`src/rtl/core/mbrr_pkg.sv`:
```
// Shared types, constants and CRC helper for the Modbus read-registers master.
`default_nettype none

package mbrr_pkg;

   localparam int MAX_REGISTERS = 16;
   localparam int FRAME_BYTES   = 37;
   // longest frame is 2*MAX_REGISTERS+5 bytes; the count must hold that value
   localparam int CNT_W         = $clog2(2 * MAX_REGISTERS + 6);
   localparam int ADDR_W        = $clog2(FRAME_BYTES);

   localparam logic [7:0]  FUNC_READ = 8'h03;
   localparam logic [15:0] CRC_INIT  = 16'hFFFF;
   localparam logic [15:0] CRC_POLY  = 16'hA001;
   localparam logic [2:0]  TX_LAST_IDX = 3'd7;

   typedef enum logic {
      OP_REQUEST = 1'b0,
      OP_RX      = 1'b1
   } opcode_type;

   typedef enum logic [1:0] {
      KIND_TX     = 2'd0,
      KIND_VALUE  = 2'd1,
      KIND_STATUS = 2'd2
   } kind_type;

   typedef enum logic [1:0] {
      STAT_OK    = 2'd0,
      STAT_CRC   = 2'd1,
      STAT_FUNC  = 2'd2,
      STAT_COUNT = 2'd3
   } status_type;

   typedef enum logic [2:0] {
      S_IDLE,
      S_TX,
      S_STATUS,
      S_RD_HI,
      S_RD_LO,
      S_VAL
   } state_type;

   typedef struct packed {
      logic start_req;
      logic rx_byte;
      logic load_tx;
      logic load_status;
      logic rd_hi;
      logic rd_lo;
      logic load_val;
   } cmd_type;

   typedef struct packed {
      logic out_free;
      logic tx_last;
      logic rx_done;
      logic status_ok;
      logic n_zero;
      logic val_last;
   } stat_type;

   function automatic logic [15:0] crc_update(input logic [15:0] crc, input logic [7:0] data);
      logic [15:0] c;
      c = crc ^ {8'h00, data};
      for (int k = 0; k < 8; k++) begin
         c = c[0] ? ((c >> 1) ^ CRC_POLY) : (c >> 1);
      end
      return c;
   endfunction

endpackage

`default_nettype wire

```
`src/rtl/core/mbrr_ctrl.sv`:
```
// Sequencing state machine: accepts items and steps the datapath through each run.
`default_nettype none

module mbrr_ctrl (
   input  wire logic               clock,
   input  wire logic               reset,
   input  wire logic               req_valid,
   output logic                    req_ready,
   input  wire logic               req_opcode,
   input  wire mbrr_pkg::stat_type stat,
   output mbrr_pkg::cmd_type       cmd
);
   import mbrr_pkg::*;

   state_type state_ff;
   state_type state_in;

   always_ff @(posedge clock) begin
      if (reset) begin
         state_ff <= S_IDLE;
      end else begin
         state_ff <= state_in;
      end
   end

   always_comb begin
      state_in  = state_ff;
      cmd       = '0;
      req_ready = 1'b0;
      unique case (state_ff)
         S_IDLE: begin
            req_ready = 1'b1;
            if (req_valid) begin
               if (req_opcode == OP_REQUEST) begin
                  cmd.start_req = 1'b1;
                  state_in      = S_TX;
               end else begin
                  cmd.rx_byte = 1'b1;
                  if (stat.rx_done) state_in = S_STATUS;
               end
            end
         end
         S_TX: begin
            if (stat.out_free) begin
               cmd.load_tx = 1'b1;
               if (stat.tx_last) state_in = S_IDLE;
            end
         end
         S_STATUS: begin
            if (stat.out_free) begin
               cmd.load_status = 1'b1;
               state_in = (stat.status_ok && !stat.n_zero) ? S_RD_HI : S_IDLE;
            end
         end
         S_RD_HI: begin
            cmd.rd_hi = 1'b1;
            state_in  = S_RD_LO;
         end
         S_RD_LO: begin
            cmd.rd_lo = 1'b1;
            state_in  = S_VAL;
         end
         S_VAL: begin
            if (stat.out_free) begin
               cmd.load_val = 1'b1;
               state_in = stat.val_last ? S_IDLE : S_RD_HI;
            end
         end
         default: begin
            state_in = S_IDLE;
         end
      endcase
   end

endmodule

`default_nettype wire

```
`src/rtl/core/mbrr_datapath.sv`:
```
// Request latch, frame buffer, CRC unit, frame checks and the result register.
`default_nettype none

module mbrr_datapath (
   input  wire logic              clock,
   input  wire logic              reset,
   input  wire mbrr_pkg::cmd_type cmd,
   output mbrr_pkg::stat_type     stat,
   input  wire logic [7:0]        req_slave_address,
   input  wire logic [15:0]       req_start_register,
   input  wire logic [4:0]        req_register_count,
   input  wire logic [7:0]        req_sensor_index,
   input  wire logic [7:0]        req_rx_byte,
   output logic                   rsp_valid,
   input  wire logic              rsp_ready,
   output logic [1:0]             rsp_kind,
   output logic [7:0]             rsp_tx_byte,
   output logic [7:0]             rsp_slot,
   output logic [3:0]             rsp_register_index,
   output logic [15:0]            rsp_register_value,
   output logic [1:0]             rsp_status,
   output logic                   rsp_seen_online,
   output logic                   rsp_last
);
   import mbrr_pkg::*;

   // latched request and receive state
   logic [7:0]       addr_ff;
   logic [4:0]       n_ff;
   logic [7:0]       slot_ff;
   logic [15:0]      start_ff;
   logic [CNT_W-1:0] cnt_ff;
   logic [15:0]      crc_ff;
   logic [7:0]       prev_ff;
   logic [7:0]       func_ff;
   logic [7:0]       bc_ff;
   status_type       status_ff;
   logic [2:0]       tx_idx_ff;
   logic [3:0]       val_idx_ff;
   logic [7:0]       hi_ff;
   logic [7:0]       mem_q_ff;

   logic [7:0] frame_mem [FRAME_BYTES];

   // result register
   logic       rsp_valid_ff;
   kind_type   kind_ff;
   logic [7:0] tx_byte_ff;
   logic [7:0] rsp_slot_ff;
   logic [3:0] reg_idx_ff;
   logic [15:0] reg_val_ff;
   status_type rsp_status_ff;
   logic       online_ff;
   logic       last_ff;

   logic [4:0]        n_sat;
   logic [CNT_W-1:0]  flen;
   logic [CNT_W-1:0]  body;
   logic [CNT_W-1:0]  cnt_in;
   logic              addr_miss;
   logic              frame_done;
   logic [7:0]        tx_byte;
   logic [15:0]       crc_base;
   logic [7:0]        crc_data;
   logic [15:0]       crc_in;
   status_type        status_in;
   logic [ADDR_W-1:0] rd_addr;

   always_comb begin
      n_sat = (req_register_count > 5'(MAX_REGISTERS)) ? 5'(MAX_REGISTERS)
                                                       : req_register_count;
      flen       = CNT_W'({n_ff, 1'b0}) + CNT_W'(5);
      body       = CNT_W'({n_ff, 1'b0}) + CNT_W'(3);
      cnt_in     = cnt_ff + CNT_W'(1);
      addr_miss  = (cnt_ff == '0) && (req_rx_byte != addr_ff);
      frame_done = !addr_miss && (cnt_in >= flen);

      case (tx_idx_ff)
         3'd0:    tx_byte = addr_ff;
         3'd1:    tx_byte = FUNC_READ;
         3'd2:    tx_byte = start_ff[15:8];
         3'd3:    tx_byte = start_ff[7:0];
         3'd4:    tx_byte = 8'h00;
         3'd5:    tx_byte = {3'b000, n_ff};
         3'd6:    tx_byte = crc_ff[7:0];
         default: tx_byte = crc_ff[15:8];
      endcase

      // one CRC unit shared by the request and the received frame
      if (cmd.load_tx) begin
         crc_base = crc_ff;
         crc_data = tx_byte;
      end else begin
         crc_base = (cnt_ff == '0) ? CRC_INIT : crc_ff;
         crc_data = req_rx_byte;
      end
      crc_in = crc_update(crc_base, crc_data);

      // the final byte is the CRC high byte; the one before it is the low byte
      if (func_ff != FUNC_READ) begin
         status_in = STAT_FUNC;
      end else if (bc_ff != {2'b00, n_ff, 1'b0}) begin
         status_in = STAT_COUNT;
      end else if (crc_ff != {req_rx_byte, prev_ff}) begin
         status_in = STAT_CRC;
      end else begin
         status_in = STAT_OK;
      end

      rd_addr = cmd.rd_lo ? ADDR_W'({val_idx_ff, 1'b0}) + ADDR_W'(4)
                          : ADDR_W'({val_idx_ff, 1'b0}) + ADDR_W'(3);
   end

   always_ff @(posedge clock) begin
      if (reset) begin
         addr_ff    <= '0;
         n_ff       <= '0;
         slot_ff    <= '0;
         cnt_ff     <= '0;
         tx_idx_ff  <= '0;
         val_idx_ff <= '0;
      end else begin
         if (cmd.start_req) begin
            addr_ff   <= req_slave_address;
            n_ff      <= n_sat;
            slot_ff   <= req_sensor_index;
            cnt_ff    <= '0;
            tx_idx_ff <= '0;
         end
         if (cmd.rx_byte) begin
            cnt_ff <= (addr_miss || frame_done) ? '0 : cnt_in;
         end
         if (cmd.load_tx) tx_idx_ff <= tx_idx_ff + 3'd1;
         if (cmd.load_status) val_idx_ff <= '0;
         if (cmd.load_val) val_idx_ff <= val_idx_ff + 4'd1;
      end
   end

   always_ff @(posedge clock) begin
      if (cmd.start_req) begin
         start_ff <= req_start_register;
         crc_ff   <= CRC_INIT;
      end
      if (cmd.load_tx && tx_idx_ff < 3'd6) crc_ff <= crc_in;
      if (cmd.rx_byte) begin
         prev_ff   <= req_rx_byte;
         status_ff <= status_in;
         if (cnt_ff < body) crc_ff <= crc_in;
         if (cnt_ff == CNT_W'(1)) func_ff <= req_rx_byte;
         if (cnt_ff == CNT_W'(2)) bc_ff <= req_rx_byte;
         if (cnt_ff < CNT_W'(FRAME_BYTES)) frame_mem[cnt_ff[ADDR_W-1:0]] <= req_rx_byte;
      end
      if (cmd.rd_hi || cmd.rd_lo) mem_q_ff <= frame_mem[rd_addr];
      if (cmd.rd_lo) hi_ff <= mem_q_ff;
   end

   always_ff @(posedge clock) begin
      if (reset) begin
         rsp_valid_ff <= 1'b0;
      end else if (cmd.load_tx || cmd.load_status || cmd.load_val) begin
         rsp_valid_ff <= 1'b1;
      end else if (rsp_ready) begin
         rsp_valid_ff <= 1'b0;
      end
   end

   // capture the slot with the beat so a new request cannot disturb a waiting beat
   always_ff @(posedge clock) begin
      if (cmd.load_tx) begin
         kind_ff       <= KIND_TX;
         tx_byte_ff    <= tx_byte;
         rsp_slot_ff   <= slot_ff;
         reg_idx_ff    <= '0;
         reg_val_ff    <= '0;
         rsp_status_ff <= STAT_OK;
         online_ff     <= 1'b0;
         last_ff       <= (tx_idx_ff == TX_LAST_IDX);
      end else if (cmd.load_status) begin
         kind_ff       <= KIND_STATUS;
         tx_byte_ff    <= '0;
         rsp_slot_ff   <= slot_ff;
         reg_idx_ff    <= '0;
         reg_val_ff    <= '0;
         rsp_status_ff <= status_ff;
         online_ff     <= (status_ff != STAT_FUNC);
         last_ff       <= (status_ff != STAT_OK) || (n_ff == '0);
      end else if (cmd.load_val) begin
         kind_ff       <= KIND_VALUE;
         tx_byte_ff    <= '0;
         rsp_slot_ff   <= slot_ff;
         reg_idx_ff    <= val_idx_ff;
         reg_val_ff    <= {hi_ff, mem_q_ff};
         rsp_status_ff <= STAT_OK;
         online_ff     <= 1'b1;
         last_ff       <= stat.val_last;
      end
   end

   assign stat.out_free  = !rsp_valid_ff || rsp_ready;
   assign stat.tx_last   = (tx_idx_ff == TX_LAST_IDX);
   assign stat.rx_done   = frame_done;
   assign stat.status_ok = (status_ff == STAT_OK);
   assign stat.n_zero    = (n_ff == '0);
   assign stat.val_last  = (({1'b0, val_idx_ff} + 5'd1) == n_ff);

   assign rsp_valid          = rsp_valid_ff;
   assign rsp_kind           = kind_ff;
   assign rsp_tx_byte        = tx_byte_ff;
   assign rsp_slot           = rsp_slot_ff;
   assign rsp_register_index = reg_idx_ff;
   assign rsp_register_value = reg_val_ff;
   assign rsp_status         = rsp_status_ff;
   assign rsp_seen_online    = online_ff;
   assign rsp_last           = last_ff;

endmodule

`default_nettype wire

```
`src/rtl/core/modbus_read_registers_master.sv`:
```
// Top level of the Modbus RTU read-holding-registers master.
// A request beat is accepted and then yields the eight request bytes
// (CRC low byte first), one beat per cycle while rsp_ready stays high;
// the request CRC is folded in as each byte is loaded into the result register.
// A received-byte beat yields nothing until the frame of 2n+5 bytes is
// complete; the final byte then gives a status beat, and with an ok status
// n register values follow, each read from the single-port frame buffer
// as a high and a low byte on two reads. The block takes no new beat until the
// last result of a run is loaded; that last beat may still wait at the output
// while the next beat is accepted.
`default_nettype none

module modbus_read_registers_master (
   input  wire logic        clock,
   input  wire logic        reset,
   input  wire logic        req_valid,
   output logic             req_ready,
   input  wire logic        req_opcode,
   input  wire logic [7:0]  req_slave_address,
   input  wire logic [15:0] req_start_register,
   input  wire logic [4:0]  req_register_count,
   input  wire logic [7:0]  req_sensor_index,
   input  wire logic [7:0]  req_rx_byte,
   output logic             rsp_valid,
   input  wire logic        rsp_ready,
   output logic [1:0]       rsp_kind,
   output logic [7:0]       rsp_tx_byte,
   output logic [7:0]       rsp_slot,
   output logic [3:0]       rsp_register_index,
   output logic [15:0]      rsp_register_value,
   output logic [1:0]       rsp_status,
   output logic             rsp_seen_online,
   output logic             rsp_last
);
   import mbrr_pkg::*;

   cmd_type  cmd;
   stat_type stat;

   mbrr_ctrl u_ctrl (
      .clock      (clock),
      .reset      (reset),
      .req_valid  (req_valid),
      .req_ready  (req_ready),
      .req_opcode (req_opcode),
      .stat       (stat),
      .cmd        (cmd)
   );

   mbrr_datapath u_datapath (
      .clock              (clock),
      .reset              (reset),
      .cmd                (cmd),
      .stat               (stat),
      .req_slave_address  (req_slave_address),
      .req_start_register (req_start_register),
      .req_register_count (req_register_count),
      .req_sensor_index   (req_sensor_index),
      .req_rx_byte        (req_rx_byte),
      .rsp_valid          (rsp_valid),
      .rsp_ready          (rsp_ready),
      .rsp_kind           (rsp_kind),
      .rsp_tx_byte        (rsp_tx_byte),
      .rsp_slot           (rsp_slot),
      .rsp_register_index (rsp_register_index),
      .rsp_register_value (rsp_register_value),
      .rsp_status         (rsp_status),
      .rsp_seen_online    (rsp_seen_online),
      .rsp_last           (rsp_last)
   );

endmodule

`default_nettype wire

```
`config.mk`:
```
export PLATFORM = sky130hd
export DESIGN_NAME = modbus_read_registers_master
export DESIGN_NICKNAME = d
export VERILOG_FILES = /design/src/rtl/core/mbrr_pkg.sv /design/src/rtl/core/mbrr_ctrl.sv /design/src/rtl/core/mbrr_datapath.sv /design/src/rtl/core/modbus_read_registers_master.sv
export SDC_FILE = /design/constraint.sdc
export NUM_CORES = 1
export LEC_CHECK = 0
export BUFFER_PORTS_ARGS = -buffer_cell sky130_fd_sc_hd__buf_2
export CAP_MARGIN = 20
export CORE_UTILIZATION = 35
export CTS_BUF_LIST = sky130_fd_sc_hd__clkbuf_8
export CTS_CLUSTER_SIZE = 30
export DETAILED_ROUTE_END_ITERATION = 16
export GPL_TIMING_DRIVEN = 0
export PLACE_DENSITY_LB_ADDON = 0.3
export SYNTH_ARGS = -nofsm -noshare
export SYNTH_HDL_FRONTEND = slang
export SYNTH_SLANG_ARGS = --single-unit
```
`constraint.sdc`:
```
create_clock -name clock -period 5.1 [get_ports clock]
set_clock_uncertainty 0.1 [all_clocks]
set_input_delay 0.765 -clock clock [delete_from_list [all_inputs] [get_ports clock]]
set_output_delay 0.765 -clock clock [all_outputs]
set_load 0.03 [all_outputs]
```
### Word level (Yosys, flattened, before mapping)

Memories as Yosys holds them, arrays and structs flattened. A register that Yosys moved wholly into a read port is not among the register bits.
Cells that the tools add are included.

* output and inout port bits: 44
* bits in writable memories: 296
* word-level logic and storage cells: 171
* register bits after elaboration: 146
* memories kept: 1
* bits of input ports: 50

* magnitude comparators: 5
* bitwise logic cells: 9
* reductions and logical operators: 29
* multiplexer cells: 68
* equal/unequal tests: 26
* add/sub/neg operators: 8

Memory list
* u_datapath.frame_mem: depth 37, width 8, rd ports 1, clocked after memory_dff 1, write ports 1, line mbrr_datapath.sv:43 `logic [7:0] frame_mem [FRAME_BYTES];`

Operators by type and width (number)
* 16-bit 2-to-1 mux: 14
* 8-bit 2-to-1 mux: 7
* 8-bit case mux with 7 select lines: 1
* 3-bit 2-to-1 mux: 9
* 6-bit 2-to-1 mux: 4
* 2-bit inverter with 3-bit output: 8
* 1-bit 2-to-1 mux: 21
* 3-bit equality test (second input constant): 6
* 3-bit case mux with 6 select lines: 1
* 2-bit 2-to-1 mux: 8
* 16-bit inequality test: 1
* 16-bit by 8-bit XOR with 16-bit output: 1
* 3-bit by 2-bit equality test with 1-bit output (second input constant): 4
* 2-bit inequality test (second input constant): 6
* 2-bit nonzero test: 5
* 4-bit 2-to-1 mux: 2
* 8-bit by 2-bit inequality test with 1-bit output (second input constant): 1
* 8-bit by 6-bit inequality test with 1-bit output: 1
* 8-bit inequality test: 1
* 5-bit by 2-bit adder with 6-bit output (second input constant): 1
* 5-bit by 3-bit adder with 6-bit output (second input constant): 1
* 6-bit by 1-bit adder with 6-bit output (second input constant): 1
* 6-bit by 2-bit adder with 6-bit output (second input constant): 1
* 6-bit by 3-bit adder with 6-bit output (second input constant): 1
* other kinds (25): 39

### Logic depth before layout (Yosys ltp)

Gate-level depths: netlist (run 1).

* depth in word-level cells: 25
* mapped depth: 13

### Modules after synthesis

Synthesis (run 1) repeated with hierarchy kept, for this count alone.

* cell total of the unflattened synthesis: 1178
* area, all modules: 18884.4 µm²

By module, submodules not included
* mbrr_datapath: times used 1, cells an instance 1136, area each 18532.8 µm²
* mbrr_ctrl: times used 1, cells an instance 42, area each 351.6 µm²

### Least setup slack after synthesis (run 1)

Ideal clock, no wire load.

* kind: reg2reg
* from: reg u_ctrl.state_ff[2]
* to: mem u_datapath.frame_mem[8][0], enable pin
* clock period less this slack: 3.421 ns
* data required time: 4.615 ns
* slack: 1.679 ns
* arrival time: 2.936 ns
* path buffers: 1
* stages on the path, launching flop included: 6
* path through: dfxtp_1 buf_2 nor3_1 nand3_1 a2111oi_0 nor3b_1

* word-level cells in the longest chain between the ends: 4

Ends and longest elaborated chain
* start, declared: line mbrr_ctrl.sv:15 `state_type state_ff;`
* start signal, assigned: line mbrr_ctrl.sv:22 `state_ff <= state_in;`
* 3-bit zero test: line mbrr_ctrl.sv:30 `unique case (state_ff)`
* 2-bit 2-to-1 mux: line mbrr_ctrl.sv:30
* 1-bit 2-to-1 mux: line mbrr_datapath.sv:145 `if (cmd.rx_byte) begin`
* 1-bit 2-to-1 mux (not written as such): line mbrr_datapath.sv:151 `if (cnt_ff < CNT_W'(FRAME_BYTES)) frame_mem[cnt_ff[ADDR_W-1:0]] <= req_rx_byte;`
* end, declared: line mbrr_datapath.sv:43

Every way passes these cells.

### Final worst setup path (run 1)

* from: reg u_ctrl.state_ff[0]
* to: reg u_datapath.mem_q_ff[2], read port of u_datapath.frame_mem, data pin

* word-level cells in the longest chain between the ends: 3

Ends and longest elaborated chain
* 3-bit equality test / 3-bit by 2-bit equality test with 1-bit output (equally long branches): line mbrr_ctrl.sv:30
* 1-bit 2-to-1 mux: line mbrr_ctrl.sv:30
* 6-bit 2-to-1 mux / 1-bit logical OR (equally long branches): line mbrr_datapath.sv:110, mbrr_datapath.sv:153
* end, declared: line mbrr_datapath.sv:41 `logic [7:0] mem_q_ff;`

Parallel ways exist; a longest one is shown, timed or not.
A chain may end at the register's enable or synchronous reset.

==> results.tsv, run 1 <==
metric	value	unit
outcome	completed	
largest family of logic cells by synthesized area	multiplexers	
multiplexer area fraction after synthesis	11.4	%
post-cts resize count	0	
Worst Tran Pin Value	1.10	ns
initial DRC count	882	
# IOs	94	
Fin Setup TNS	0	ns
Die W	233	um
Num CTS Buffers	74	
RSZ-0062 raised after global routing	false	
crit path launch	u_ctrl.state_ff[0]	
vias in the first global route	11000	
R2R Path Start	u_ctrl.state_ff[0]	
HP Class	in2reg	
Logic pwr share	23.6	%
CTS Sinks	450	
Post-layout nets	1456	
CP Launch Type	register	
main area contributors after synthesis	edfxtp_1 60%, mux4_2 10%, dfxtp_1 8.5%	
DPL Wire Length	30100	um
gp weighted congestion	0.842	
Reg power frac	45.8	%
CTS Buffer Depth	3	
Tmin final	4.51	ns
Post-Synth XOR/XNOR Area	2.97	%
final worst path period share	88.3	%
first-pass GRT wire length	67800	um
Seq cells post-synth	450	
worst setup path category	reg2reg	
clock power share	30.6	%
Slew Viols, Final	0	
Synth Warn #	0	
drc violations	0	
total power	9780	uW
CTS tree	built	
post-synthesis adder-cell area fraction	1.65	%
Place WS	0.573	ns
footprint of the multi-input gates	0.00558	sq mm
register area	0.0127	sq mm
Synth top cells by count	371 x edfxtp_1, 113 x nand2_1, 95 x nor2_1, 84 x mux4_2, 79 x dfxtp_1	
initial antenna violation count	2	
FMAX	222	MHz
maximum vdd ir drop	242	uV
maximum net fanout on the critical path	10	
Hold WS	0.191	ns
Async S/R FF share, synth	0	%
synthesized area	0.0187	sq mm
Avg Inst Size Synth	15.4	sq um
Avg WL per Cell	21.6	um
Critical Path Max Stage Delay	0.69	ns
initial core utilization	35.4	%
Synth cell types	74	
Post-CTS Setup Inserts	0	
filler instances	4838	
syn_nets	1283	
cts hold-fix bufs	0	
Area Growth Syn to Fin	14.7	%
IO Port Bufs	92	
Core Area	0.0527	sq mm
Skew-Pair Late Insertion Delay	0.65	ns
R2R setup slack	0.60	ns
CP max stage cell	clkbuf_1	
Antenna Nets Post-Route	0	
Reg clk slew, reported paths	0.07	ns
Worst Hold Launch	req_start_register[12]	
largest net degree at the start of global routing	46	
die area	0.0542	sq mm
Pwr Density	457	mW/mm^2
CP required	5.34	ns
Die Y	233	um
Switching Share	31.1	%
Setup crit end kind	register	
total grt overflow	0	
CP bufs+invs	4	
top cell type by total area after synthesis	edfxtp_1	
aggregate global-route resource usage	17.0	%
Final Worst Setup Slack	0.595	ns
Via density	5.18	
cell-by-cell trace of the critical path	buf_2 > nor2_1 > nand2_1 > clkbuf_1 > buf_1 > buf_1 > mux4_2 > mux2i_1 > a21oi_1 > a211oi_1 > a21oi_1	
switching power	3050	uW
# setup viols final	0	
Compound-Gate Fraction of Synth Area	6.54	%
arrival time worst endpoint	4.74	ns
sequential area share after synthesis	68.2	%
most common cell in the netlist	edfxtp_1	
final core utilization	40.7	%
final hold viol count	0	
Slew Limit Headroom	27.0	%
row cnt	84	
EDFF count, synth	371	
Simple-Gate Fraction of Synth Area	7.35	%
H-tree levels	3	
DR vias	11000	
layout cell share with drive strength beyond 1	21.5	%
cells after synthesis	1209	
Top Family by Delay on Critical Path	buffers and inverters	
Leak	0.00726	uW
CTS Root Cell	clkbuf_8	
n_diodes	0	
total wire length	45900	um
TritonRoute pass-1 iters	5	
Int Pwr	6740	uW
Max-Cap Viols	0	
Primary FF master, synth	edfxtp_1	
top-area cell type share of the netlist area	59.7	%
path summary, 6_finish.rpt:
| path | end | cells past startpoint |
|---|---|---|
| worst min register to register | u_datapath.rsp_slot[1] | 0 |
| worst max register to register | u_datapath.mem_q_ff[2] | 11 |
| worst min-delay path | u_datapath.start_ff[12] | 1 |
| worst max-delay path | u_datapath.mem_q_ff[2] | 11 |
flip-flops by register name (all words and copies together), names as in the netlist, 2 cells and up:
register,flops
u_datapath.prev_ff,8
u_datapath.hi_ff,8
u_datapath.rsp_tx_byte,8
u_datapath.n_ff,5
u_datapath.crc_ff,16
u_datapath.bc_ff,8
u_datapath.rsp_register_index,4
u_datapath.rsp_kind,2
u_datapath.slot_ff,8
u_datapath.tx_idx_ff,3
u_datapath.val_idx_ff,4
u_datapath.rsp_status,2
u_datapath.addr_ff,8
u_datapath.frame_mem,296
u_datapath.func_ff,8
u_datapath.status_ff,2
u_datapath.start_ff,16
u_datapath.mem_q_ff,8
u_datapath.rsp_register_value,16
u_datapath.rsp_slot,8
u_ctrl.state_ff,3
u_datapath.cnt_ff,6
cell families after synthesis:
logic type	after synthesis
buf+inv	86
mux	106
fa+ha+maj	24
compound gates	186
flops	450
xor+xnor	59
simple gates	298
area by class of cell:
| cell class | count | area share, % |
|---|---|---|
| Clock buffer | 80 | 5.14 |
| Tap cell | 688 | 4.02 |
| Clock inverter | 52 | 1.31 |
| Multi-Input combinational cell | 673 | 26.1 |
| Buffer | 66 | 1.36 |
| Sequential cell | 450 | 59.4 |
| Inverter | 20 | 0.351 |
| Timing Repair Buffer | 97 | 2.33 |
cell usage in the layout, fill, tap and decap left out, types with 3 or more instances in the layout:
master / instances
o22a_1: 6
inv_1: 42
clkinv_2: 7
or3_1: 3
nand2b_1: 4
buf_2: 101
a22oi_1: 12
clkinvlp_4: 4
xor2_1: 15
mux2i_1: 20
a32o_1: 3
clkbuf_8: 82
buf_1: 11
o21a_1: 6
ha_1: 23
a211oi_1: 17
clkinv_1: 15
nor3_1: 14
nand2_1: 113
nor3b_1: 7
nor2_1: 95
mux4_2: 84
o21ai_0: 30
clkbuf_1: 45
dfxtp_1: 79
a31oi_1: 4
nand3_1: 16
nor4_1: 4
nand3b_1: 5
a22o_1: 3
nor2b_1: 13
a21oi_1: 74
nand4_1: 7
edfxtp_1: 371
xnor2_1: 41
a221oi_1: 3
through the flow:
stage	cell area, sq um	instances
after floorplan	18700	1209
after detailed placement	20000	1993
final	21400	2126
after CTS	21400	2125
after global placement	20000	1989
after global routing	21400	2126
metal layers:
layer / up-vias / wire length, um / GRT usage (%)
met5: - / 0 / 0
met4: 0 / 898 / 4.53
met3: 79 / 2540 / 3.60
met2: 312 / 22800 / 28.1
met1: 5624 / 19700 / 22.6
li1: 4989 / - / -
worst reg2reg max path, stage by stage, from the launching register on:
cell      delay [ns]
dfxtp_1         0.32
buf_2           0.19
nor2_1          0.09
nand2_1         0.26
clkbuf_1        0.69
buf_1           0.63
buf_1           0.65
mux4_2          0.43
mux2i_1         0.15
a21oi_1         0.09
a211oi_1        0.48
a21oi_1         0.12
power by group through the flow:
stage	Combinational [uW]	Sequential [uW]	Clock [uW]
4_1_cts	2320	4490	3060
3_5_place_dp	2310	4560	0
3_3_place_gp	2270	4560	0
6_report	2310	4480	2990
2_1_floorplan	1460	4700	0
5_1_grt	2500	4510	3210
Power figures use the tool's default switching activity.
==> inputs of run 2 (changes only) <==
--- a/config.mk
+++ b/config.mk
@@ -12,7 +12,8 @@
 export CTS_CLUSTER_SIZE = 30
 export DETAILED_ROUTE_END_ITERATION = 16
 export GPL_TIMING_DRIVEN = 0
-export PLACE_DENSITY_LB_ADDON = 0.3
+export PLACE_DENSITY_LB_ADDON = 0.15
 export SYNTH_ARGS = -nofsm -noshare
 export SYNTH_HDL_FRONTEND = slang
+export SYNTH_HIERARCHICAL = 1
 export SYNTH_SLANG_ARGS = --single-unit
==> results.tsv, run 2 <==
metric	value	unit	change
Die W	234	um	+0.59%
CTS Root Cell	clkbuf_8		
HP Class	in2reg		
syn_nets	1252		-2.4%
Area Growth Syn to Fin	15.2	%	
Post-layout nets	1425		-2.1%
Skew-Pair Late Insertion Delay	0.65	ns	about the same
IO Port Bufs	93		+1.1%
RSZ-0062 raised after global routing	false		
Num CTS Buffers	78		+5.4%
CTS tree	built		
Async S/R FF share, synth	0	%	unchanged
final instance area	0.0217	sq mm	+1.6%
Antenna Nets Post-Route	0		unchanged
maximum vdd ir drop	209	uV	-14%
top-area cell type share of the netlist area	59.0	%	-0.71 points
main area contributors after synthesis	edfxtp_1 59%, mux4_2 10%, dfxtp_1 8.4%		
Slew Limit Headroom	25.1	%	-1.9 points
total power	8200	uW	-16%
Core Area	0.0530	sq mm	+0.60%
Avg WL per Cell	22.5	um	+4.2%
Post-CTS Setup Inserts	0		unchanged
Leak	0.00744	uW	+2.5%
Primary FF master, synth	edfxtp_1		
CP required	5.45	ns	+0.11 ns
DR vias	10700		-2.9%
final hold viol count	0		unchanged
drc violations	0		unchanged
Tmin final	4.71	ns	+0.209 ns
maximum net fanout on the critical path	10		unchanged
total grt overflow	0		unchanged
vias in the first global route	10900		-0.60%
placed inst area	0.0202	sq mm	+1.0%
arrival time worst endpoint	5.06	ns	+0.32 ns
Pwr Density	377	mW/mm^2	-18%
Synth Warn #	6		+6
# setup viols final	0		unchanged
# IOs	94		unchanged
commonest cells after routing, fill and taps aside	371 x edfxtp_1, 145 x nor2_1, 97 x buf_2, 85 x clkbuf_8, 85 x mux4_2		
row cnt	84		unchanged
Setup crit end kind	register		
most common cell in the netlist	edfxtp_1		
initial DRC count	742		-16%
Max-Cap Viols	0		unchanged
largest net degree at the start of global routing	46		unchanged
outcome	completed		
crit path launch	u_ctrl/state_ff[1]		
final worst path period share	92.4	%	+4.1 points
total wire length	47300	um	+3.1%
max FFs per register	296		unchanged
aggregate global-route resource usage	17.6	%	+0.67 points
Reg clk slew, reported paths	0.06	ns	about the same
top cell type by total area after synthesis	edfxtp_1		
commonest non-fill, non-tap cell in the layout	edfxtp_1		
Via density	5.08		-1.8%
cts hold-fix bufs	0		unchanged
sequential area share after synthesis	67.4	%	-0.81 points
synthesized area	0.0189	sq mm	+1.2%
cells after synthesis	1178		-2.6%
die area	0.0549	sq mm	+1.2%
R2R Path Start	u_ctrl/state_ff[1]		
Slew Viols, Final	0		unchanged
Hold WS	0.191	ns	-0.000312 ns
FMAX	212	MHz	-4.4%
worst setup path category	reg2reg		
CP Launch Type	register		
initial antenna violation count	1		-1
Synth cell types	70		-5.4%
Die Y	234	um	+0.59%
first-pass GRT wire length	69600	um	+2.7%
DPL Wire Length	31100	um	+3.3%
layout cell share with drive strength beyond 1	22.7	%	+1.2 points
Seq cells post-synth	450		unchanged
initial core utilization	35.7	%	+0.21 points
gp weighted congestion	0.797		-5.4%
H-tree levels	3		unchanged
Worst Tran Pin Value	1.12	ns	+0.0242 ns
Worst Hold Launch	req_start_register[3]		
TritonRoute pass-1 iters	4		-1
Synth top cells by count	371 x edfxtp_1, 146 x nor2_1, 85 x mux4_2, 79 x dfxtp_1, 74 x mux2i_1		
EDFF count, synth	371		unchanged
Avg Inst Size Synth	16.0	sq um	+3.9%
CTS Buffer Depth	3		unchanged
CTS Sinks	450		unchanged
run 2: cell types whose count changed after synthesis, moves of 5 or more:
cell | previous run | this run
a211oi_1 | 17 | 8
a21oi_1 | 74 | 34
buf_6 | 2 | 7
mux2i_1 | 20 | 74
nand2_1 | 113 | 26
nor2_1 | 95 | 146
o21ai_0 | 30 | 24
o22a_1 | 6 | 0
or2_2 | 0 | 5
xor2_1 | 15 | 21
run 2: layout make-up:
class,count,area [sq um]
multi-input cells,637,5760
flip-flops and latches,450,12700
plain buffers,69,327
repair buffers,95,484
clock buffers,85,1170
inverters,20,75.1
diodes,1,2.50
well taps,688,861
fillers,4954,31200
clock inverters,57,344
run 2: layer usage:
| metal | part of all wire, % | track usage (%) | routed length, um | up-vias |
|---|---|---|---|---|
| li1 | - | - | - | 4882 |
| met1 | 45 | 23.4 | 21100 | 5469 |
| met2 | 48 | 28.6 | 22700 | 254 |
| met3 | 4.9 | 3.94 | 2310 | 75 |
| met4 | 2.4 | 5.74 | 1150 | 0 |
| met5 | 0 | 0 | 0 | - |
run 2: worst paths after layout:
path	end	slack (ns)	depth (start not counted)
worst max register to register	u_datapath/mem_q_ff[5]	0.39	9
worst min register to register	u_datapath/rsp_slot[4]	0.33	0
worst min-delay path	u_datapath/start_ff[3]	0.19	1
worst max-delay path	u_datapath/mem_q_ff[5]	0.39	9
run 2: kinds of logic after synthesis:
kind of cell               after synthesis  share of synthesized area [%]
AOI/OAI and AO/OA                      123                           4.44
xor gates and xnor gates                68                           3.63
adders and majority gates               24                           1.63
buffers and inverters                   91                           2.15
DFF                                    450                           67.4
muxes                                  160                           14.1
and+or+nand+nor                        262                           6.66
run 2: what timing repair did:
| item | CTS | global route |
|---|---|---|
| endpoints found under the setup margin | 5 | 8 |
| cloned | 0 | 0 |
| gates resized for setup | 1 | 3 |
run 2: report_power, final:
group          total (uW)  internal [uW]  leakage (uW)  switching, uW
logic                 812            340       0.00258            472
registers            4180           4090       0.00399           93.8
clock network        3200           1740      0.000868           1470
run 2: through the flow:
stage               worst slack [ns]  cells  setup TNS (ns)  utilization [%]
finish                         0.386   2102               0             41.1
detailed placement            -0.124   1961          -0.390             38.2
global placement             -0.0878   1959          -0.242             38.2
floorplan                       1.23   1178               0                -
CTS                           0.0324   2102               0             41.1
global route                   0.133   2102               0             41.1
run 2: critical path: stages, from the launching register on:
cell and delay (ns):
dfxtp_1 0.35, buf_6 0.15, or2b_1 0.26, nor2_2 0.39, clkbuf_1 0.38, mux2i_1 0.75, clkbuf_2 0.53, buf_1 0.71
mux4_2 0.66, mux2i_1 0.23
